--- config.mk ---
export PLATFORM = sky130hd
export DESIGN_NAME = kmp_stream_matcher_top
export DESIGN_NICKNAME = d
export VERILOG_FILES = /design/src/hdl/kmp_pkg.sv /design/src/hdl/kmp_store.sv /design/src/hdl/kmp_core.sv /design/src/hdl/kmp_stream_matcher_top.sv
export SDC_FILE = /design/constraint.sdc
export NUM_CORES = 1
export LEC_CHECK = 0
export ABC_CLOCK_PERIOD_IN_PS = 7310
export CORE_MARGIN = 1.5
export CORE_UTILIZATION = 50
export DETAILED_ROUTE_END_ITERATION = 10
export DONT_BUFFER_PORTS = 1
export PLACE_DENSITY = 0.67
export SLEW_MARGIN = 20
export SYNTH_ARGS = -nofsm -noshare
export SYNTH_HDL_FRONTEND = slang
export SYNTH_SLANG_ARGS = --single-unit
--- constraint.sdc ---
create_clock -name clk -period 7.31 [get_ports clk]
set_input_delay 0 -clock clk [delete_from_list [all_inputs] [get_ports clk]]
set_output_delay 0 -clock clk [all_outputs]
set_load 0.1 [all_outputs]
--- src/hdl/kmp_pkg.sv ---
// Shared types and codes for the KMP stream matcher.
package kmp_pkg;

	localparam logic [1:0] MODE_CLEAR   = 2'd0;
	localparam logic [1:0] MODE_APPEND  = 2'd1;
	localparam logic [1:0] MODE_TEXT    = 2'd2;
	localparam logic [1:0] MODE_RESTART = 2'd3;

	localparam int POS_W = 32;

	typedef struct packed {
		logic             match_found;
		logic [POS_W-1:0] match_start;
		logic             status;
	} kmp_result_t;

endpackage

--- src/hdl/kmp_store.sv ---
// Pattern byte memory and failure-link memory, one write and one registered read each.
module kmp_store #(
	parameter int MAX_PATTERN = 32
) (
	input  logic                                                   clk,
	input  logic                                                   pat_we,
	input  logic [((MAX_PATTERN > 1) ? $clog2(MAX_PATTERN) : 1)-1:0] pat_waddr,
	input  logic [7:0]                                             pat_wdata,
	input  logic [((MAX_PATTERN > 1) ? $clog2(MAX_PATTERN) : 1)-1:0] pat_raddr,
	output logic [7:0]                                             pat_rdata,
	input  logic                                                   fail_we,
	input  logic [((MAX_PATTERN > 1) ? $clog2(MAX_PATTERN) : 1)-1:0] fail_waddr,
	input  logic [((MAX_PATTERN > 1) ? $clog2(MAX_PATTERN) : 1)-1:0] fail_wdata,
	input  logic [((MAX_PATTERN > 1) ? $clog2(MAX_PATTERN) : 1)-1:0] fail_raddr,
	output logic [((MAX_PATTERN > 1) ? $clog2(MAX_PATTERN) : 1)-1:0] fail_rdata
);
	localparam int IW = (MAX_PATTERN > 1) ? $clog2(MAX_PATTERN) : 1;

	logic [7:0]    pat_mem  [MAX_PATTERN];
	logic [IW-1:0] fail_mem [MAX_PATTERN];

	always_ff @(posedge clk) begin
		if (pat_we) begin
			pat_mem[pat_waddr] <= pat_wdata;
		end
		pat_rdata <= pat_mem[pat_raddr];
	end

	always_ff @(posedge clk) begin
		if (fail_we) begin
			fail_mem[fail_waddr] <= fail_wdata;
		end
		fail_rdata <= fail_mem[fail_raddr];
	end

endmodule

--- src/hdl/kmp_core.sv ---
// Sequencer and shared byte comparator: builds failure links and walks the text.
module kmp_core #(
	parameter int MAX_PATTERN = 32
) (
	input  logic                                                   clk,
	input  logic                                                   arst_n,
	input  logic                                                   in_valid,
	output logic                                                   in_stall,
	input  logic [1:0]                                             mode,
	input  logic [7:0]                                             symbol,
	output logic                                                   res_valid,
	input  logic                                                   res_take,
	output kmp_pkg::kmp_result_t                                   res,
	output logic                                                   pat_we,
	output logic [((MAX_PATTERN > 1) ? $clog2(MAX_PATTERN) : 1)-1:0] pat_waddr,
	output logic [7:0]                                             pat_wdata,
	output logic [((MAX_PATTERN > 1) ? $clog2(MAX_PATTERN) : 1)-1:0] pat_raddr,
	input  logic [7:0]                                             pat_rdata,
	output logic                                                   fail_we,
	output logic [((MAX_PATTERN > 1) ? $clog2(MAX_PATTERN) : 1)-1:0] fail_waddr,
	output logic [((MAX_PATTERN > 1) ? $clog2(MAX_PATTERN) : 1)-1:0] fail_wdata,
	output logic [((MAX_PATTERN > 1) ? $clog2(MAX_PATTERN) : 1)-1:0] fail_raddr,
	input  logic [((MAX_PATTERN > 1) ? $clog2(MAX_PATTERN) : 1)-1:0] fail_rdata
);
	import kmp_pkg::*;

	localparam int IW = (MAX_PATTERN > 1) ? $clog2(MAX_PATTERN) : 1;
	localparam int CW = $clog2(MAX_PATTERN + 1);

	localparam logic [2:0] ST_IDLE    = 3'd0;
	localparam logic [2:0] ST_READ    = 3'd1;
	localparam logic [2:0] ST_CMP     = 3'd2;
	localparam logic [2:0] ST_TAIL_RD = 3'd3;
	localparam logic [2:0] ST_TAIL    = 3'd4;
	localparam logic [2:0] ST_DONE    = 3'd5;

	logic [2:0]       state_q;
	logic [CW-1:0]    count_q;
	logic [IW-1:0]    build_q;
	logic [IW-1:0]    matched_q;
	logic [POS_W-1:0] pos_q;
	logic [1:0]       mode_q;
	logic [7:0]       sym_q;
	logic [IW-1:0]    len_q;
	kmp_result_t      res_q;

	logic          accept;
	logic          full;
	logic          eq;
	logic          fall_back;
	logic [CW-1:0] next_len;

	assign accept    = in_valid && (state_q == ST_IDLE);
	assign in_stall  = (state_q != ST_IDLE);
	assign full      = (count_q >= CW'(MAX_PATTERN));
	assign eq        = (pat_rdata == sym_q);
	assign fall_back = (len_q != '0) && !eq;
	assign next_len  = CW'(len_q) + CW'(eq);
	assign res_valid = (state_q == ST_DONE);
	assign res       = res_q;

	assign pat_we    = accept && (mode == MODE_APPEND) && !full;
	assign pat_waddr = IW'(count_q);
	assign pat_wdata = symbol;
	assign pat_raddr = len_q;

	always_comb begin
		if (state_q == ST_TAIL_RD) begin
			fail_raddr = IW'(count_q - CW'(1));
		end else if (len_q == '0) begin
			fail_raddr = '0;
		end else begin
			fail_raddr = len_q - IW'(1);
		end
	end

	// first pattern byte links to zero at once; later ones when the fallback walk ends
	always_comb begin
		fail_we    = 1'b0;
		fail_waddr = IW'(count_q);
		fail_wdata = IW'(next_len);
		if (pat_we && (count_q == '0)) begin
			fail_we    = 1'b1;
			fail_wdata = '0;
		end else if ((state_q == ST_CMP) && !fall_back && (mode_q == MODE_APPEND)) begin
			fail_we = 1'b1;
		end
	end

	always_ff @(posedge clk or negedge arst_n) begin
		if (!arst_n) begin
			state_q   <= ST_IDLE;
			count_q   <= '0;
			build_q   <= '0;
			matched_q <= '0;
			pos_q     <= '0;
			mode_q    <= MODE_CLEAR;
			sym_q     <= '0;
			len_q     <= '0;
			res_q     <= '0;
		end else begin
			case (state_q)
				ST_IDLE: begin
					if (accept) begin
						mode_q <= mode;
						sym_q  <= symbol;
						res_q  <= '0;
						case (mode)
							MODE_CLEAR: begin
								count_q   <= '0;
								build_q   <= '0;
								matched_q <= '0;
								pos_q     <= '0;
								state_q   <= ST_DONE;
							end
							MODE_APPEND: begin
								if (full) begin
									res_q.status <= 1'b1;
									state_q      <= ST_DONE;
								end else if (count_q == '0) begin
									build_q <= '0;
									count_q <= CW'(1);
									state_q <= ST_DONE;
								end else begin
									len_q   <= build_q;
									state_q <= ST_READ;
								end
							end
							MODE_TEXT: begin
								if (count_q == '0) begin
									matched_q <= '0;
									pos_q     <= pos_q + POS_W'(1);
									state_q   <= ST_DONE;
								end else begin
									len_q   <= (CW'(matched_q) >= count_q) ? '0 : matched_q;
									state_q <= ST_READ;
								end
							end
							default: begin
								matched_q <= '0;
								pos_q     <= '0;
								state_q   <= ST_DONE;
							end
						endcase
					end
				end
				ST_READ: begin
					state_q <= ST_CMP;
				end
				ST_CMP: begin
					if (fall_back) begin
						len_q   <= fail_rdata;
						state_q <= ST_READ;
					end else if (mode_q == MODE_APPEND) begin
						build_q <= IW'(next_len);
						count_q <= count_q + CW'(1);
						state_q <= ST_DONE;
					end else if (next_len == count_q) begin
						res_q.match_found <= 1'b1;
						res_q.match_start <= pos_q - POS_W'(count_q) + POS_W'(1);
						pos_q             <= pos_q + POS_W'(1);
						state_q           <= ST_TAIL_RD;
					end else begin
						matched_q <= IW'(next_len);
						pos_q     <= pos_q + POS_W'(1);
						state_q   <= ST_DONE;
					end
				end
				ST_TAIL_RD: begin
					state_q <= ST_TAIL;
				end
				ST_TAIL: begin
					// after a full match, resume from the last link
					matched_q <= fail_rdata;
					state_q   <= ST_DONE;
				end
				ST_DONE: begin
					if (res_take) begin
						state_q <= ST_IDLE;
					end
				end
				default: begin
					state_q <= ST_IDLE;
				end
			endcase
		end
	end

endmodule

--- src/hdl/kmp_stream_matcher_top.sv ---
// Top level of the KMP stream matcher: core, pattern memories and output register.
// Usage:
//   Input channel in_valid/in_stall carries one request of mode and symbol.
//   mode 0 clears pattern and text state, 1 appends a pattern byte, 2 feeds a
//   text byte, 3 restarts the text position. Every request yields one result.
//   Output channel out_valid/out_stall carries match_found, match_start and status.
// Timing:
//   After acceptance a request walks the failure links, each byte compare being a
//   memory read then a compare, and a text byte that completes a match then fetches
//   the last failure link; the result then goes to the output register. Clear,
//   restart, a dropped pattern byte, the first pattern byte and a text byte with
//   no pattern loaded skip the walk.
//   The next request is accepted the cycle after the result leaves the core, so
//   the core works on one request at a time.
//   Over a long text stream the walk averages at most two compares per byte.
//   in_stall is high while the core works on a request, until the result is handed over.
// Reset clears the pattern length, match state and text position; the
// memories are not cleared and are only read where written.
// A stalled result stays in the output register while the next request is
// worked on; that one waits in the core until the register frees.
module kmp_stream_matcher_top #(
	parameter int MAX_PATTERN = 32
) (
	input  logic        clk,
	input  logic        arst_n,
	input  logic        in_valid,
	output logic        in_stall,
	input  logic [1:0]  mode,
	input  logic [7:0]  symbol,
	output logic        out_valid,
	input  logic        out_stall,
	output logic        match_found,
	output logic [31:0] match_start,
	output logic        status
);
	import kmp_pkg::*;

	localparam int IW = (MAX_PATTERN > 1) ? $clog2(MAX_PATTERN) : 1;

	logic          res_valid;
	logic          res_take;
	kmp_result_t   res;
	logic          pat_we;
	logic [IW-1:0] pat_waddr;
	logic [7:0]    pat_wdata;
	logic [IW-1:0] pat_raddr;
	logic [7:0]    pat_rdata;
	logic          fail_we;
	logic [IW-1:0] fail_waddr;
	logic [IW-1:0] fail_wdata;
	logic [IW-1:0] fail_raddr;
	logic [IW-1:0] fail_rdata;

	logic        out_valid_q;
	kmp_result_t out_q;

	kmp_core #(
		.MAX_PATTERN(MAX_PATTERN)
	) u_core (
		.clk       (clk),
		.arst_n    (arst_n),
		.in_valid  (in_valid),
		.in_stall  (in_stall),
		.mode      (mode),
		.symbol    (symbol),
		.res_valid (res_valid),
		.res_take  (res_take),
		.res       (res),
		.pat_we    (pat_we),
		.pat_waddr (pat_waddr),
		.pat_wdata (pat_wdata),
		.pat_raddr (pat_raddr),
		.pat_rdata (pat_rdata),
		.fail_we   (fail_we),
		.fail_waddr(fail_waddr),
		.fail_wdata(fail_wdata),
		.fail_raddr(fail_raddr),
		.fail_rdata(fail_rdata)
	);

	kmp_store #(
		.MAX_PATTERN(MAX_PATTERN)
	) u_store (
		.clk       (clk),
		.pat_we    (pat_we),
		.pat_waddr (pat_waddr),
		.pat_wdata (pat_wdata),
		.pat_raddr (pat_raddr),
		.pat_rdata (pat_rdata),
		.fail_we   (fail_we),
		.fail_waddr(fail_waddr),
		.fail_wdata(fail_wdata),
		.fail_raddr(fail_raddr),
		.fail_rdata(fail_rdata)
	);

	assign res_take = res_valid && (!out_valid_q || !out_stall);

	always_ff @(posedge clk or negedge arst_n) begin
		if (!arst_n) begin
			out_valid_q <= 1'b0;
		end else if (res_take) begin
			out_valid_q <= 1'b1;
		end else if (!out_stall) begin
			out_valid_q <= 1'b0;
		end
	end

	always_ff @(posedge clk) begin
		if (res_take) begin
			out_q <= res;
		end
	end

	assign out_valid   = out_valid_q;
	assign match_found = out_q.match_found;
	assign match_start = out_q.match_start;
	assign status      = out_q.status;

endmodule
==> impl_metrics.yaml <==
timing:
  fin_skew_ns: 0.01070
  fin_hold_ws_ns: 0.03568
  slew_headroom: 0.2634
  fmax_mhz: 234.7
  period_needed_ns: 4.260
  tns_ns: 0
  fin_crit_sh: 0.5828
  hold_viol: 0
  worst_pin_slew_ns: 1.105
  setup_viol: 0
  drv_slew: 0
  rsz0062_at_grt: "false"
cells_and_area:
  fin_area_sq_um: 27900
  finish.utilization: 0.5665
  layout_common_cells: "edfxtp_1, nand2_1, o21ai_0"
  nNetsFinal: 1836
  syn_to_final_growth_pct: 11.06
  diodes: 0
  drive_gt1_frac: 0.1392
  final_common_cell: "edfxtp_1"
synth:
  synth_cells: 1724
  syn-cell-area_sq_um: 25130
  synth_edf_count: 450
  syn-num-nets: 1816
  seq_area_frac_synth: 0.6488
  ys_seq_elements: 564
  yosys-top-cells-area: "edfxtp_1, dfrtp_1, mux4_2, ha_1, nand2_1"
  synth_top_area_share: 0.5378
  synth_flop_cell: "edfxtp_1"
  synthDistinctLibCells: 88
  yosys.area.top_type: "edfxtp_1"
  synth-async-reset-ratio: 0.1791
  avgSynthCellArea_sq_um: 14.57
  synth_warnings: 0
cts:
  postCtsSetupRepairBufs: 0
  h-tree-depth: 2
  clockBufferDepth: 3
  root_buffer: "clkbuf_16"
  clkTransAtPathRegs_ns: 0.06
  cts_buffers: 57
  post_cts_resized: 0
  clock_sinks: 564
  cts_tree: "yes"
  clk_latency_ns: 0.61
place:
  gp_congestion: 0.8867
  post_dp_cell_area_sq_um: 25690
  dpl.hpwl_mm: 35.63
  port-buffer-count: 0
global_routing:
  grt_max_degree: 102
  grt_pass1_vias: 14572
  grt_pass1_wl_mm: 87.70
  grt_antenna_before_repair: 0
  grt_usage: 0.2248
  grt-ovfl-total: 0
power:
  powerDensity_nw_per_um2: 373.2
  power_leakage_nw: 9.868
  max-vdd-ir-drop_v: 0.0002554
route:
  postRouteAntennaNets: 0
  wl_per_cell_microns: 22.98
  vias_per_cell: 5.972
  num_vias: 14650
  dr.pass1.iters: 5
  wl_met1_mm: 23.94
  first_iter_violations: 1638
  dr.max_layer_used: "met4"
  wl_mm: 56.37
  met3WireLength_mm: 3.867
  drc: 0
  wl_met2_mm: 26.89
setup_path:
  reg2reg_depth: 9
  r2r-start: "u_core.pat_raddr[0]$_DFFE_PN0P_"
  cp-endpoint: "u_core.res[32]$_DFFE_PN0P_"
  cp-end-kind: "register"
  crit_required_ns: 7.86
  r2r_slack_ns: 3.05
  crit_start: "u_core.pat_raddr[0]$_DFFE_PN0P_"
  cp-start-kind: "register"
  crit_fanout: 43
  crit_type: "reg -> reg"
  regToRegEndpoint: "u_core.res[32]$_DFFE_PN0P_"
  worstPathArrival_ns: 4.81
floorplanning:
  start_util: 0.5101
  rows: 81
  die_area_sq_um: 51600
  core_region_area_sq_um: 49250
  die_w_microns: 227.2
  die_h_microns: 227.2
  io_pins: 50
run_status:
  outcome: "complete, no violations"
job:
  cap_violations: 0
worst_hold_path:
  worstHoldPathType: "in -> async"
-- per-stage QoR --
step	power, mW	cells	setup slack [ns]
after global routing	10.90	2453	2.484
after global placement	7.451	2326	2.994
after CTS	10.46	2452	2.920
after detailed placement	7.495	2326	2.935
after floorplan	6.906	1724	4.252
final	10.41	2453	3.050
-- power breakdown --
part / internal [mW] / switching (mW)
logic: 1.33 / 1.92
clock network: 1.71 / 1.22
registers: 3.78 / 0.462
total: 6.82 / 3.60
-- cell type report --
type                            instances  area, sq um
Multi-Input combinational cell       1028         8257
Fill cell                            3863        21350
Clock buffer                           70         1506
Sequential cell                       564        16310
Clock inverter                         34        365.4
Tap cell                              664        830.8
Inverter                               62        232.7
Timing Repair Buffer                   31        405.4
-- Yosys cell counts (9+ instances only) --
master,instances
and2_1,10
and3_1,13
nor3_1,16
xnor2_1,22
o21ai_1,22
a21o_1,13
a22oi_1,11
buf_2,21
a31oi_1,15
nand3_1,29
dfrtp_1,101
nand2_1,186
nand2b_1,10
o21ai_0,114
nand4_1,21
nor2b_1,9
nor2_1,117
mux2i_1,42
a21oi_1,56
dfxtp_1,13
ha_1,77
edfxtp_1,450
xor2_1,25
inv_1,59
mux4_2,100
o211ai_1,10
clkbuf_1,25
-- how the worst min path moves through the flow --
stage	from	to	slack, ns	depth (start not counted)
after floorplan	arst_n	out_valid$_DFFE_PN0P_	-0.30	0
after global placement	arst_n	u_core.pos_q[31]$_DFFE_PN0P_	-0.29	0
after detailed placement	arst_n	u_core.pos_q[31]$_DFFE_PN0P_	-0.29	0
after CTS	arst_n	u_core.pos_q[18]$_DFFE_PN0P_	0.05	2
after global routing	arst_n	u_core.pos_q[10]$_DFFE_PN0P_	0.11	2
final	arst_n	u_core.res[32]$_DFFE_PN0P_	0.04	2
-- metal layers --
metal,vias to the layer above,track usage
li1,6605,-
met1,7398,0.3158
met4,0,0.07520
met2,544,0.3620
met5,-,0
met3,103,0.03330
-- registers in the layout (all words and copies together) (netlist names), 2 cells and up --
register / flops
u_store.pat_mem: 256
u_store.fail_mem: 160
u_core.res: 34
match_start: 32
u_core.pos_q: 32
u_core.sym_q: 8
u_store.pat_rdata: 8
u_core.count_q: 6
u_core.build_q: 5
u_core.matched_q: 5
u_core.pat_raddr: 5
u_store.fail_rdata: 5
u_core.state_q: 3
u_core.mode_q: 2
-- cell families after synthesis --
kind of cell / Yosys count / synth area share
AOI/OAI and AO/OA: 308 / 0.07764
xor gates and xnor gates: 47 / 0.01638
adders and majority gates: 78 / 0.03914
buffers and inverters: 132 / 0.02595
DFF: 564 / 0.6488
muxes: 148 / 0.1091
and+or+nand+nor: 447 / 0.08306
-- worst max-delay path, stage by stage, from the launching register on --
cell	delay, ns
dfrtp_4	0.75
buf_4	0.75
ha_1	0.33
nand4_1	0.13
xnor2_1	0.45
xnor2_1	0.17
nor4_4	0.41
nand3_2	0.58
a2111oi_2	0.44
a211o_1	0.15
-- what timing repair did --
action	in CTS	in global routing
hold buffers	22	0
hold endpoints to repair	411	0
setup endpoints to repair	0	0
(Power assumes the default switching activity.)
